$ cat src/two_generation_block_cache_directory_macros.svh
// Assertion macros used by the directory controller.
// Each macro expects signals named clk and rst_n in the module that uses it.
`ifndef TWO_GENERATION_BLOCK_CACHE_DIRECTORY_MACROS_SVH
`define TWO_GENERATION_BLOCK_CACHE_DIRECTORY_MACROS_SVH

// Plain property, checked at every rising edge outside reset.
`define TGBCD_ASSERT(label, prop, msg) \
  label: assert property (@(posedge clk) disable iff (!rst_n) (prop)) else $error(msg);

// Same-cycle implication.
`define TGBCD_ASSERT_IMP(label, ante, cons, msg) \
  label: assert property (@(posedge clk) disable iff (!rst_n) (ante) |-> (cons)) else $error(msg);

`endif

$ cat src/tgbcd_pkg.sv
package tgbcd_pkg;

  localparam int SLOT_W = 6;

  // Input actions.
  localparam logic [1:0] ACT_READ  = 2'd0;
  localparam logic [1:0] ACT_WRITE = 2'd1;
  localparam logic [1:0] ACT_QUERY = 2'd2;
  localparam logic [1:0] ACT_FLUSH = 2'd3;

  // Result kinds.
  localparam logic [2:0] KIND_HIT   = 3'd0;
  localparam logic [2:0] KIND_FILL  = 3'd1;
  localparam logic [2:0] KIND_WB    = 3'd2;
  localparam logic [2:0] KIND_ERR   = 3'd3;
  localparam logic [2:0] KIND_PRES  = 3'd4;
  localparam logic [2:0] KIND_FDONE = 3'd5;

  // Block size limits (log2 of bytes).
  localparam logic [4:0] SHIFT_MIN   = 5'd9;
  localparam logic [4:0] SHIFT_MAX   = 5'd16;
  localparam logic [4:0] SHIFT_RESET = 5'd12;

  typedef struct packed {
    logic [1:0]  action;
    logic [8:0]  area_id;
    logic [31:0] offset;
    logic [16:0] length;
  } req_t;

  typedef struct packed {
    logic [2:0]        kind;
    logic [8:0]        result_area;
    logic [31:0]       block_address;
    logic [SLOT_W-1:0] slot;
    logic [15:0]       offset_in_block;
    logic              found;
    logic              last;
  } res_t;

  // One result offered by the sequencer to the output register.
  typedef struct packed {
    logic vld;
    res_t res;
  } emit_t;

endpackage

$ cat src/tgbcd_ram.sv
module tgbcd_ram #(
  parameter int WIDTH = 32,
  parameter int DEPTH = 64
) (
  input  logic                     clk,
  input  logic                     we,
  input  logic [$clog2(DEPTH)-1:0] waddr,
  input  logic [WIDTH-1:0]         wdata,
  input  logic                     re,
  input  logic [$clog2(DEPTH)-1:0] raddr,
  output logic [WIDTH-1:0]         rdata
);

  logic [WIDTH-1:0] mem [DEPTH];
  logic [WIDTH-1:0] rdata_r;

  always_ff @(posedge clk) begin
    if (we) begin
      mem[waddr] <= wdata;
    end
    if (re) begin
      rdata_r <= mem[raddr];
    end
  end

  assign rdata = rdata_r;

endmodule

$ cat src/tgbcd_ctrl.sv
`include "two_generation_block_cache_directory_macros.svh"

module tgbcd_ctrl #(
  parameter int SLOTS_PER_BANK = 32
) (
  input  logic                clk,
  input  logic                rst_n,
  input  logic                in_valid,
  input  tgbcd_pkg::req_t     in_req,
  output logic                idle,
  input  logic [4:0]          block_shift,
  output tgbcd_pkg::emit_t    emit,
  input  logic                emit_ok,
  output logic                ram_we,
  output logic [$clog2(2*SLOTS_PER_BANK)-1:0] ram_waddr,
  output logic [31:0]         ram_wdata,
  output logic                ram_re,
  output logic [$clog2(2*SLOTS_PER_BANK)-1:0] ram_raddr,
  input  logic [31:0]         ram_rdata
);

  localparam int NUM = 2 * SLOTS_PER_BANK;
  localparam int AW  = $clog2(NUM);
  localparam int KW  = $clog2(NUM + 1);
  localparam int FW  = $clog2(SLOTS_PER_BANK + 1);

  typedef enum logic [6:0] {
    ST_IDLE    = 7'b0000001,
    ST_FIND    = 7'b0000010,
    ST_WB_SCAN = 7'b0000100,
    ST_WB_READ = 7'b0001000,
    ST_WB_END  = 7'b0010000,
    ST_FILL    = 7'b0100000,
    ST_RESP    = 7'b1000000
  } state_t;

  state_t          state_r, state_nxt;
  logic [KW-1:0]   pos_r, pos_nxt;
  logic            p_vld_r, p_vld_nxt;
  logic [AW-1:0]   p_slot_r, p_slot_nxt;
  logic [AW-1:0]   rd_slot_r, rd_slot_nxt;
  logic            pend_v_r, pend_v_nxt;
  logic [31:0]     pend_tag_r, pend_tag_nxt;
  logic [AW-1:0]   pend_slot_r, pend_slot_nxt;
  logic [AW-1:0]   hit_slot_r, hit_slot_nxt;
  logic            found_r, found_nxt;
  logic            flush_r, flush_nxt;
  logic [1:0]      act_r, act_nxt;
  logic [8:0]      area_r, area_nxt;
  logic [31:0]     blkaddr_r, blkaddr_nxt;
  logic [31:0]     key_r, key_nxt;
  logic [15:0]     oib_r, oib_nxt;
  logic [15:0]     mask_r, mask_nxt;
  logic            fit_r, fit_nxt;
  logic [NUM-1:0]  valid_r, valid_nxt;
  logic [NUM-1:0]  dirty_r, dirty_nxt;
  logic            new_bank_r, new_bank_nxt;
  logic [FW-1:0]   fill_cnt_r, fill_cnt_nxt;

  logic [4:0]      eff_shift;
  logic [15:0]     in_mask;
  logic [31:0]     in_blkaddr;
  logic [15:0]     in_oib;
  logic [KW-1:0]   pos_tmp;
  logic [AW-1:0]   pos_slot;
  logic [AW-1:0]   fill_slot;
  logic [NUM-1:0]  old_mask;
  logic [KW-1:0]   scan_end;
  logic            match;
  tgbcd_pkg::res_t wb_res;

  // Block geometry of the incoming item at the current block size.
  always_comb begin
    if (block_shift < tgbcd_pkg::SHIFT_MIN) begin
      eff_shift = tgbcd_pkg::SHIFT_MIN;
    end else if (block_shift > tgbcd_pkg::SHIFT_MAX) begin
      eff_shift = tgbcd_pkg::SHIFT_MAX;
    end else begin
      eff_shift = block_shift;
    end
    in_mask    = 16'((17'd1 << eff_shift) - 17'd1);
    in_blkaddr = in_req.offset & ~{16'h0000, in_mask};
    in_oib     = in_req.offset[15:0] & in_mask;
  end

  // Scan position to slot: the old bank comes first, then the new bank.
  always_comb begin
    if (new_bank_r) begin
      pos_tmp = pos_r;
    end else if (pos_r < KW'(SLOTS_PER_BANK)) begin
      pos_tmp = pos_r + KW'(SLOTS_PER_BANK);
    end else begin
      pos_tmp = pos_r - KW'(SLOTS_PER_BANK);
    end
    pos_slot = pos_tmp[AW-1:0];
  end

  assign fill_slot = new_bank_r ? (AW'(SLOTS_PER_BANK) + AW'(fill_cnt_r)) : AW'(fill_cnt_r);
  assign scan_end  = flush_r ? KW'(NUM) : KW'(SLOTS_PER_BANK);
  assign match     = p_vld_r && valid_r[p_slot_r] && (ram_rdata == key_r);
  assign idle      = (state_r == ST_IDLE);

  always_comb begin
    for (int i = 0; i < NUM; i++) begin
      old_mask[i] = ((i >= SLOTS_PER_BANK) != new_bank_r);
    end
  end

  always_comb begin
    wb_res                 = '0;
    wb_res.kind            = tgbcd_pkg::KIND_WB;
    wb_res.result_area     = pend_tag_r[8:0] & mask_r[8:0];
    wb_res.block_address   = pend_tag_r & ~{16'h0000, mask_r};
    wb_res.slot            = tgbcd_pkg::SLOT_W'(pend_slot_r);
  end

  always_comb begin
    state_nxt     = state_r;
    pos_nxt       = pos_r;
    p_vld_nxt     = p_vld_r;
    p_slot_nxt    = p_slot_r;
    rd_slot_nxt   = rd_slot_r;
    pend_v_nxt    = pend_v_r;
    pend_tag_nxt  = pend_tag_r;
    pend_slot_nxt = pend_slot_r;
    hit_slot_nxt  = hit_slot_r;
    found_nxt     = found_r;
    flush_nxt     = flush_r;
    act_nxt       = act_r;
    area_nxt      = area_r;
    blkaddr_nxt   = blkaddr_r;
    key_nxt       = key_r;
    oib_nxt       = oib_r;
    mask_nxt      = mask_r;
    fit_nxt       = fit_r;
    valid_nxt     = valid_r;
    dirty_nxt     = dirty_r;
    new_bank_nxt  = new_bank_r;
    fill_cnt_nxt  = fill_cnt_r;
    ram_we        = 1'b0;
    ram_waddr     = fill_slot;
    ram_wdata     = key_r;
    ram_re        = 1'b0;
    ram_raddr     = pos_slot;
    emit          = '0;

    case (state_r)
      ST_IDLE: begin
        if (in_valid) begin
          act_nxt     = in_req.action;
          area_nxt    = in_req.area_id;
          blkaddr_nxt = in_blkaddr;
          key_nxt     = in_blkaddr | {23'h0, in_req.area_id};
          oib_nxt     = in_oib;
          mask_nxt    = in_mask;
          fit_nxt     = ({2'b00, in_oib} + {1'b0, in_req.length}) <=
                        ({2'b00, in_mask} + 18'd1);
          pos_nxt     = '0;
          p_vld_nxt   = 1'b0;
          pend_v_nxt  = 1'b0;
          found_nxt   = 1'b0;
          if (in_req.action == tgbcd_pkg::ACT_FLUSH) begin
            flush_nxt = 1'b1;
            state_nxt = ST_WB_SCAN;
          end else begin
            flush_nxt = 1'b0;
            state_nxt = ST_FIND;
          end
        end
      end

      // One tag read per cycle; the compare is made in the cycle after the read.
      ST_FIND: begin
        if (match) begin
          hit_slot_nxt = p_slot_r;
          found_nxt    = 1'b1;
          p_vld_nxt    = 1'b0;
          state_nxt    = ST_RESP;
        end else if (pos_r != KW'(NUM)) begin
          ram_re     = 1'b1;
          p_vld_nxt  = 1'b1;
          p_slot_nxt = pos_slot;
          pos_nxt    = pos_r + KW'(1);
        end else begin
          p_vld_nxt = 1'b0;
          if (act_r == tgbcd_pkg::ACT_QUERY) begin
            state_nxt = ST_RESP;
          end else if (fill_cnt_r >= FW'(SLOTS_PER_BANK)) begin
            pos_nxt    = '0;
            pend_v_nxt = 1'b0;
            state_nxt  = ST_WB_SCAN;
          end else begin
            state_nxt = ST_FILL;
          end
        end
      end

      ST_WB_SCAN: begin
        if (pos_r == scan_end) begin
          state_nxt = ST_WB_END;
        end else begin
          pos_nxt = pos_r + KW'(1);
          if (valid_r[pos_slot] && dirty_r[pos_slot]) begin
            ram_re      = 1'b1;
            rd_slot_nxt = pos_slot;
            state_nxt   = ST_WB_READ;
          end
        end
      end

      // The previous write-back goes out only once the next one is known,
      // so the final one of a flush can carry the last flag.
      ST_WB_READ: begin
        if (pend_v_r) begin
          emit.vld = 1'b1;
          emit.res = wb_res;
          if (emit_ok) begin
            pend_tag_nxt  = ram_rdata;
            pend_slot_nxt = rd_slot_r;
            state_nxt     = ST_WB_SCAN;
          end
        end else begin
          pend_v_nxt    = 1'b1;
          pend_tag_nxt  = ram_rdata;
          pend_slot_nxt = rd_slot_r;
          state_nxt     = ST_WB_SCAN;
        end
      end

      ST_WB_END: begin
        if (pend_v_r) begin
          emit.vld      = 1'b1;
          emit.res      = wb_res;
          emit.res.last = flush_r;
        end else if (flush_r) begin
          emit.vld      = 1'b1;
          emit.res.kind = tgbcd_pkg::KIND_FDONE;
          emit.res.last = 1'b1;
        end
        if (emit_ok || !emit.vld) begin
          pend_v_nxt = 1'b0;
          if (flush_r) begin
            state_nxt = ST_IDLE;
          end else begin
            // Drop the old generation and swap the roles of the banks.
            valid_nxt    = valid_r & ~old_mask;
            dirty_nxt    = dirty_r & ~old_mask;
            new_bank_nxt = ~new_bank_r;
            fill_cnt_nxt = '0;
            state_nxt    = ST_FILL;
          end
        end
      end

      ST_FILL: begin
        emit.vld               = 1'b1;
        emit.res.kind          = tgbcd_pkg::KIND_FILL;
        emit.res.result_area   = area_r;
        emit.res.block_address = blkaddr_r;
        emit.res.slot          = tgbcd_pkg::SLOT_W'(fill_slot);
        if (emit_ok) begin
          ram_we               = 1'b1;
          valid_nxt[fill_slot] = 1'b1;
          dirty_nxt[fill_slot] = 1'b0;
          fill_cnt_nxt         = fill_cnt_r + FW'(1);
          hit_slot_nxt         = fill_slot;
          state_nxt            = ST_RESP;
        end
      end

      ST_RESP: begin
        emit.vld                 = 1'b1;
        emit.res.result_area     = area_r;
        emit.res.block_address   = blkaddr_r;
        emit.res.offset_in_block = oib_r;
        emit.res.last            = 1'b1;
        if (act_r == tgbcd_pkg::ACT_QUERY) begin
          emit.res.kind  = tgbcd_pkg::KIND_PRES;
          emit.res.found = found_r;
          emit.res.slot  = found_r ? tgbcd_pkg::SLOT_W'(hit_slot_r) : '0;
        end else begin
          emit.res.kind = fit_r ? tgbcd_pkg::KIND_HIT : tgbcd_pkg::KIND_ERR;
          emit.res.slot = tgbcd_pkg::SLOT_W'(hit_slot_r);
        end
        if (emit_ok) begin
          if (fit_r && (act_r == tgbcd_pkg::ACT_WRITE)) begin
            dirty_nxt[hit_slot_r] = 1'b1;
          end
          state_nxt = ST_IDLE;
        end
      end

      default: begin
        state_nxt = ST_IDLE;
      end
    endcase
  end

  always_ff @(posedge clk) begin
    if (!rst_n) begin
      state_r    <= ST_IDLE;
      p_vld_r    <= 1'b0;
      pend_v_r   <= 1'b0;
      valid_r    <= '0;
      dirty_r    <= '0;
      new_bank_r <= 1'b0;
      fill_cnt_r <= '0;
    end else begin
      state_r    <= state_nxt;
      p_vld_r    <= p_vld_nxt;
      pend_v_r   <= pend_v_nxt;
      valid_r    <= valid_nxt;
      dirty_r    <= dirty_nxt;
      new_bank_r <= new_bank_nxt;
      fill_cnt_r <= fill_cnt_nxt;
    end
  end

  always_ff @(posedge clk) begin
    pos_r       <= pos_nxt;
    p_slot_r    <= p_slot_nxt;
    rd_slot_r   <= rd_slot_nxt;
    pend_tag_r  <= pend_tag_nxt;
    pend_slot_r <= pend_slot_nxt;
    hit_slot_r  <= hit_slot_nxt;
    found_r     <= found_nxt;
    flush_r     <= flush_nxt;
    act_r       <= act_nxt;
    area_r      <= area_nxt;
    blkaddr_r   <= blkaddr_nxt;
    key_r       <= key_nxt;
    oib_r       <= oib_nxt;
    mask_r      <= mask_nxt;
    fit_r       <= fit_nxt;
  end

  `TGBCD_ASSERT_IMP(a_idle_quiet, state_r == ST_IDLE, !emit.vld,
    "result offered while no item is in progress")
  `TGBCD_ASSERT(a_fill_bound, fill_cnt_r <= FW'(SLOTS_PER_BANK),
    "new generation fill count beyond bank size")
  `TGBCD_ASSERT_IMP(a_wb_dirty, state_r == ST_WB_READ,
    valid_r[rd_slot_r] && dirty_r[rd_slot_r],
    "write-back read of a slot that is not valid and dirty")
  `TGBCD_ASSERT(a_fill_then_resp, (state_r == ST_FILL) && emit_ok |=> (state_r == ST_RESP),
    "fill not followed by the access response")

endmodule

$ cat src/two_generation_block_cache_directory.sv
// Directory of a two-generation block cache over numbered storage areas.
// Input channel (in_valid, in_stall, in_data): one item per read, write,
// presence query or flush. An item is taken when in_valid is high and
// in_stall is low; in_stall stays high from acceptance until the item's
// final result has been handed to the output register.
// Result channel (out_valid, out_stall, out_data): every result item carries
// its kind, and the final result of an input item has last set.
// Configuration: cfg_wr_en with cfg_wr_data writes the block size (log2 of
// bytes); write it only while no item is in progress. Reset value is 12.
// Timing: a lookup reads one tag per cycle from a tag memory with one read
// port and one write port. A flush walks all 2*SLOTS_PER_BANK slots and
// reads the tag of each dirty block; a generation swap walks SLOTS_PER_BANK
// slots the same way before the fill. The write-back emission rate is
// bounded by that one tag read port.
// Reset (synchronous, active low) clears all valid and dirty marks, the
// generation pointer and fill count at once; no clearing pass is needed.
// When the receiver stalls, the output register holds its item and the
// sequencer waits on that result before moving on.
module two_generation_block_cache_directory #(
  parameter int SLOTS_PER_BANK = 32
) (
  input  logic            clk,
  input  logic            rst_n,
  input  logic            in_valid,
  output logic            in_stall,
  input  tgbcd_pkg::req_t in_data,
  output logic            out_valid,
  input  logic            out_stall,
  output tgbcd_pkg::res_t out_data,
  input  logic            cfg_wr_en,
  input  logic [4:0]      cfg_wr_data
);

  localparam int NUM = 2 * SLOTS_PER_BANK;
  localparam int AW  = $clog2(NUM);

  logic             ctrl_idle;
  tgbcd_pkg::emit_t emit;
  logic             emit_ok;

  logic             ram_we;
  logic [AW-1:0]    ram_waddr;
  logic [31:0]      ram_wdata;
  logic             ram_re;
  logic [AW-1:0]    ram_raddr;
  logic [31:0]      ram_rdata;

  logic [4:0]       block_shift_r;
  logic             out_valid_r, out_valid_nxt;
  tgbcd_pkg::res_t  out_data_r, out_data_nxt;

  // The block is busy for the whole life of an item.
  assign in_stall = !ctrl_idle;

  // The output register takes a new result whenever it is empty or
  // being drained in this same cycle.
  assign emit_ok = !out_valid_r || !out_stall;

  always_comb begin
    out_valid_nxt = out_valid_r;
    out_data_nxt  = out_data_r;
    if (emit.vld && emit_ok) begin
      out_valid_nxt = 1'b1;
      out_data_nxt  = emit.res;
    end else if (!out_stall) begin
      out_valid_nxt = 1'b0;
    end
  end

  always_ff @(posedge clk) begin
    if (!rst_n) begin
      out_valid_r   <= 1'b0;
      block_shift_r <= tgbcd_pkg::SHIFT_RESET;
    end else begin
      out_valid_r <= out_valid_nxt;
      if (cfg_wr_en) begin
        block_shift_r <= cfg_wr_data;
      end
    end
  end

  always_ff @(posedge clk) begin
    out_data_r <= out_data_nxt;
  end

  assign out_valid = out_valid_r;
  assign out_data  = out_data_r;

  // Tag memory: contents are only used where the slot's valid mark is set.
  tgbcd_ram #(
    .WIDTH (32),
    .DEPTH (NUM)
  ) u_tag_ram (
    .clk   (clk),
    .we    (ram_we),
    .waddr (ram_waddr),
    .wdata (ram_wdata),
    .re    (ram_re),
    .raddr (ram_raddr),
    .rdata (ram_rdata)
  );

  tgbcd_ctrl #(
    .SLOTS_PER_BANK (SLOTS_PER_BANK)
  ) u_ctrl (
    .clk         (clk),
    .rst_n       (rst_n),
    .in_valid    (in_valid),
    .in_req      (in_data),
    .idle        (ctrl_idle),
    .block_shift (block_shift_r),
    .emit        (emit),
    .emit_ok     (emit_ok),
    .ram_we      (ram_we),
    .ram_waddr   (ram_waddr),
    .ram_wdata   (ram_wdata),
    .ram_re      (ram_re),
    .ram_raddr   (ram_raddr),
    .ram_rdata   (ram_rdata)
  );

endmodule
$ cat config.mk
export PLATFORM = sky130hd
export DESIGN_NAME = two_generation_block_cache_directory
export DESIGN_NICKNAME = d
export VERILOG_FILES = /design/src/tgbcd_pkg.sv /design/src/tgbcd_ram.sv /design/src/tgbcd_ctrl.sv /design/src/two_generation_block_cache_directory.sv
export VERILOG_INCLUDE_DIRS = /design/src /design/src/src
export SDC_FILE = /design/constraint.sdc
export NUM_CORES = 2
export LEC_CHECK = 0
export BUFFER_PORTS_ARGS = -buffer_cell sky130_fd_sc_hd__buf_2
export CORE_MARGIN = 1
export CORE_UTILIZATION = 38
export DETAILED_ROUTE_END_ITERATION = 10
export PLACE_DENSITY = 0.56
export SYNTH_ARGS = -nofsm -noshare
export SYNTH_HDL_FRONTEND = slang
export SYNTH_SLANG_ARGS = --single-unit
$ cat constraint.sdc
create_clock -name clk -period 5.5 [get_ports clk]
set_input_delay 0.55 -clock clk [delete_from_list [all_inputs] [get_ports clk]]
set_output_delay 0.55 -clock clk [all_outputs]
set_load 0.03 [all_outputs]
# == Yosys cells after proc, flatten, opt, wreduce, memory -nomap -nowiden ==
# Memories as Yosys holds them, arrays and structs flattened. A register that Yosys moved wholly into a read port is not among the register bits.
# Index checks and enable logic that the tools add are counted.
# Widths: inputs -> output; s select.
# word_totals
register_bits,391
ramBits,2048
in_bits,70
out_inout_bits,70
n_memories,1
# op_classes
add_sub_neg,8
magnitude_cmp,11
n_eq_ne,32
shifts,1
n_mux,95
n_bitwise,18
n_reduce_logical,32
# memory_table
memory,words,width,read_ports,rd_ports_with_merged_regs,write_ports,line,source
u_tag_ram.mem,64,32,1,1,1,tgbcd_ram.sv:14,logic [WIDTH-1:0] mem [DEPTH];
# op_table
operator,count
$mux 64,9
$pmux 51 s4,1
$and 64x64->64,3
$pmux 64 s3,1
$not 64->64,2
$or 64x64->64,2
$pmux 64 s2,1
$mux 7,18
$mux 6,14
$mux 69,1
$and 32x32->32,2
$mux 32,2
$not 16->32,2
$pmux 18 s3,1
$pmux 7 s7,1
$eq 32x32->1,1
$or 32x9->32,1
$lt 6x7->1 const B,4
$mux 1,26
$pmux 6 s2,2
$pmux 7 s3,1
$add 16x17->18,1
$bmux 1 s6,3
$le 18x18->1,1
other kinds (50),97

# == Logic depth before layout (Yosys ltp) ==
# logic_depth
ltp_word,10
mapped_depth,20
mapped_depth_nobuf,20

# == Cells and area by module ==
# A second synthesis with hierarchy kept.
# hier_totals
hier_cells,5170
area_unflattened_um2,96806.6
# by_module_without_submodules
mod,n_inst,cells_per_inst,area_per_inst_um2,seq_area_each_um2
tgbcd_ram,1,3511,79359.9,62459.9
tgbcd_ctrl,1,1569,15172.1,7387.1
two_generation_block_cache_directory,1,90,2274.7,2162.1

# == Least setup slack after synthesis ==
# No wires, ideal clock.
# synth_path
path_type,register to register
from,reg u_ctrl.state_r[0]
to,"reg out_data_r, in the netlist out_data[0], enable pin"
arrival_time_ns,4.282
path_slack_ns,0.724
path_stages_with_launch,6
n_path_buf,0
synth_period_minus_slack_ns,4.776
path_cell_list,dfxtp_1 or3_1 nor4_1 nand2_1 and3b_1 nor2_1
# synth_between
elab_chain_cells,3
elab_cells_between_ends,6
classes_between,eq/ne: 4; mux: 1; reduce/logical: 1
# synth_lines
item,line,source
"start, declared",tgbcd_ctrl.sv:37,"state_t state_r, state_nxt;"
"start signal, assigned",tgbcd_ctrl.sv:309,state_r <= state_nxt;
$eq 7x7->1 (tied with other cells),tgbcd_ctrl.sv:147,case (state_r)
$pmux 51 s4 (*),tgbcd_ctrl.sv:147,
$logic_and 1x1->1 (*),two_generation_block_cache_directory.sv:62,if (emit.vld && emit_ok) begin
"end signal, assigned",two_generation_block_cache_directory.sv:83,out_data_r <= out_data_nxt;
"end, declared",two_generation_block_cache_directory.sv:50,"tgbcd_pkg::res_t out_data_r, out_data_nxt;"
# Mark *: on every way between the ends. The rest lies on a longest branch, timed or not.
# A chain may end at the register's enable or synchronous reset.

# == Worst setup path in the final report ==
# layout_path
from,reg u_ctrl.state_r[0]
to,"mem u_tag_ram.mem[6][21], enable pin"
# layout_between
elab_chain_cells,4
# layout_lines
item,line,source
$eq 7x6->1,tgbcd_ctrl.sv:147,
$mux 1,tgbcd_ctrl.sv:147,
$mux 1,tgbcd_ram.sv:18,if (we) begin
$mux 1 (implied by the code),tgbcd_ram.sv:19,mem[waddr] <= wdata;
"end, declared",tgbcd_ram.sv:14,
# No other way between the ends.

==> metrics.txt <==
worst hold-check path type in2reg; ys async rst share 0%; total global-route track usage 21.92%; first-pass GRT wire length 397400 um; TritonCTS Buffers 274; core area roughly 250000 um2; Worst EP required 6.02 ns; grt total ovfl 0; EDFF count, synth between 2000 and 2500; DP Area 102600 um2; 1st-iter DRT viols between 6000 and 7000; critical path fanouts, max 19; Post-Route Skew 0.06815 ns; register area share after synthesis 74.58%; CTS tree yes; post-synthesis cell area 96550 um2; Post-Route WL ~280000 um; Root Buffer clkbuf_16; Reg clk slew, reported paths 0.06 ns; Simple-Gate Fraction of Synth Area 3.632%; Adder-Cell Fraction of Synth Area 0.5132%; CTS Buffer Depth 4; Placer Congestion 0.9093; Hold Violations, Final 0; vias per cell 5.794; fin. max-slew vios 0; setup TNS after final layout 0 ns; met1 usage roughly 31%; H-tree levels 5; Starting Density 38.34%; maxcap violations 0; Clk Latency, worst-skew pair approximately 0.9 ns; minimum clock period 4.278 ns; Port Buf Inserts 139; WS Path Type reg2reg; Hold WS 0.1043 ns; post-synth top area share between 70 and 80%; Cells after Synth around 5200; Avg WL per Cell 30.99 um; met3 usage between 3 and 4%; grt met2 use between 30% and 40%; I/O Pins 140; Tcrit/Tclk final 77.78%; Worst setup SP type flop; DRT antenna net count 0; # rows 184; via count approximately 53000; die area 256100 um2; initial antenna violation count 17; Avg Cell Area, Syn around 19 um2; multiplexer area fraction after synthesis 13.54%; chip width 506.1 um; multi-input logic area between 20000 and 25000 um2; Rel. slew slack between 15 and 20%; vias in the first global route 52050; HPWL after DPL around 160000 um; Peak VDD IR around 0.4 mV; Area contributors post-synth edfxtp_1, mux4_2, mux2i_1; RSZ-0062 raised after global routing no; largest net degree at the start of global routing 132; Synth Area in Compound Gates 5.523%; Syn. warnings 0; Seq cells post-synth 2448; fill count 21680; Remaining DRCs 0; # nets final roughly 5700; PD cells approximately 490 nW/um2; status complete, no violations; fraction of layout cells with a size suffix above 1 21.57%; Leak Pwr 35.58 nW; commonest register cell after synthesis edfxtp_1; Synth cell types 73; Post-Synth XOR/XNOR Area 0.5624%; Final Cell Area 111700 um2; CTS Sinks 2448; post-synth top area cell edfxtp_1; # resized after CTS 0; Final Setup Violations 0; largest family of logic cells by synthesized area multiplexers; Slew @ Worst Pin 1.267 ns; f_max roughly 230 MHz; Pre-Repair DR Iteration Count 6; grt peak-use layer met2; Die Ht 506.1 um; crit path capture type flop; P&R area growth vs syn 15.67%; CP arrival between 4 and 5 ns; register area 72010 um2; Pwr Total 55.08 mW
## cell usage after synthesis (all sizes together) (7+ instances only)
| cell | instances |
|---|---|
| a22o | 16 |
| nor2b | 93 |
| edfxtp | 2298 |
| o221ai | 160 |
| nand4 | 15 |
| a21o | 10 |
| nor3 | 32 |
| nand3 | 42 |
| ha | 38 |
| or3 | 9 |
| nor2 | 141 |
| a21oi | 199 |
| dfxtp | 150 |
| xor2 | 15 |
| mux2i | 350 |
| and3 | 13 |
| inv | 40 |
| and2 | 81 |
| o21ai | 174 |
| a211oi | 37 |
| a221oi | 7 |
| a32oi | 7 |
| o22ai | 86 |
| a21boi | 25 |
| nand2 | 265 |
| xnor2 | 47 |
| a22oi | 24 |
| buf | 122 |
| nor4 | 11 |
| mux4 | 422 |
| clkbuf | 180 |
| a32o | 16 |
| nand2b | 7 |
## sequential cells by signal (all words and copies together), names as in the netlist, 9 cells and up
register and cells:
out_data 68, u_ctrl.area_r 9, u_ctrl.blkaddr_r 9, u_ctrl.dirty_r 64, u_ctrl.mask_r 16, u_ctrl.oib_r 16
u_ctrl.pend_tag_r 32, u_ctrl.ram_wdata 32, u_ctrl.valid_r 64, u_tag_ram.mem 2048, u_tag_ram.rdata 32
## where the power goes
group	total (mW)	leakage [nW]	switching [mW]	internal [mW]
clock network	17.6	4.15	7.15	10.4
logic	15.4	9.57	10.1	5.29
registers	22.1	21.9	0.289	21.8
## final cells by class
type / count / area share, %
antenna: 5 / 0.01120
clock buffer: 341 / 6.583
clock inverter: 121 / 0.9836
inverter: 40 / 0.1434
multi-input combinational: 2433 / 21.15
sequential: 2448 / 64.48
tap: 3348 / 3.751
timing repair buffer: 426 / 2.897
## layer usage
metal  part of all wire (%)  vias to the layer above
met1                     42                    28160
met4                    3.6                        6
li1                       -                    22030
met3                    7.8                      508
met5                  0.013                        -
met2                     46                     2384
## metrics by stage
stage                     instances  util, %  setup slack [ns]
after CTS                      9157    44.34             1.265
after detailed placement       8636    40.75            0.7871
after global placement         8635    40.75            0.6034
after floorplan                5223        -            0.7241
after global routing           9157    44.34             1.019
final                          9162    44.34             1.222
## final timing paths
check                                          from                    end  slack [ns]  cells after the start
worst min-delay path                    in_data[18]        u_ctrl.oib_r[1]        0.10                      2
worst min register to register  u_ctrl.rd_slot_r[1]  u_ctrl.pend_slot_r[1]        0.41                      0
worst max-delay path              u_ctrl.state_r[0]   u_tag_ram.mem[6][21]        1.22                      6
worst max register to register    u_ctrl.state_r[0]   u_tag_ram.mem[6][21]        1.22                      6
## worst max-delay path, cell delays in order, from the launching register on
cell	delay, ns
dfxtp_1	0.34
nor3_1	0.36
and3_1	0.71
nand4_1	0.88
buf_4	0.52
nor2_4	0.60
buf_4	0.45
## layout by cell type (no fill, tap or decap), types with 57 or more instances in the layout
cell	netlist	final
edfxtp_1	2298	2298
nand2_1	265	263
buf_2	57	139
o21ai_0	172	171
a21oi_1	199	198
and2_1	81	80
clkinv_1	0	57
clkbuf_16	0	283
o22ai_1	86	86
buf_4	44	209
nor2_1	141	74
dfxtp_1	150	150
nor2_4	0	66
mux4_2	422	422
dlygate4sd3_1	0	59
o221ai_1	160	160
mux2i_1	350	350
nor2b_1	93	91
## cell families (layout without fill, tap and decap cells)
logic type	after synthesis	after routing
flip-flops	2448	2448
AO/OA/AOI/OAI	806	806
multiplexers	778	778
AND/OR/NAND/NOR	731	731
buffers and inverters	342	928
XOR/XNOR	62	62
adder cells (fa/ha/maj)	39	39
other	2	22
## repair_timing
action                     4_1_cts  5_1_grt
setup buffers                    0        0
setup endpoints to repair        0        0
hold endpoints to repair        68        0
hold buffers                    59        0
(Power assumes the default switching activity.)
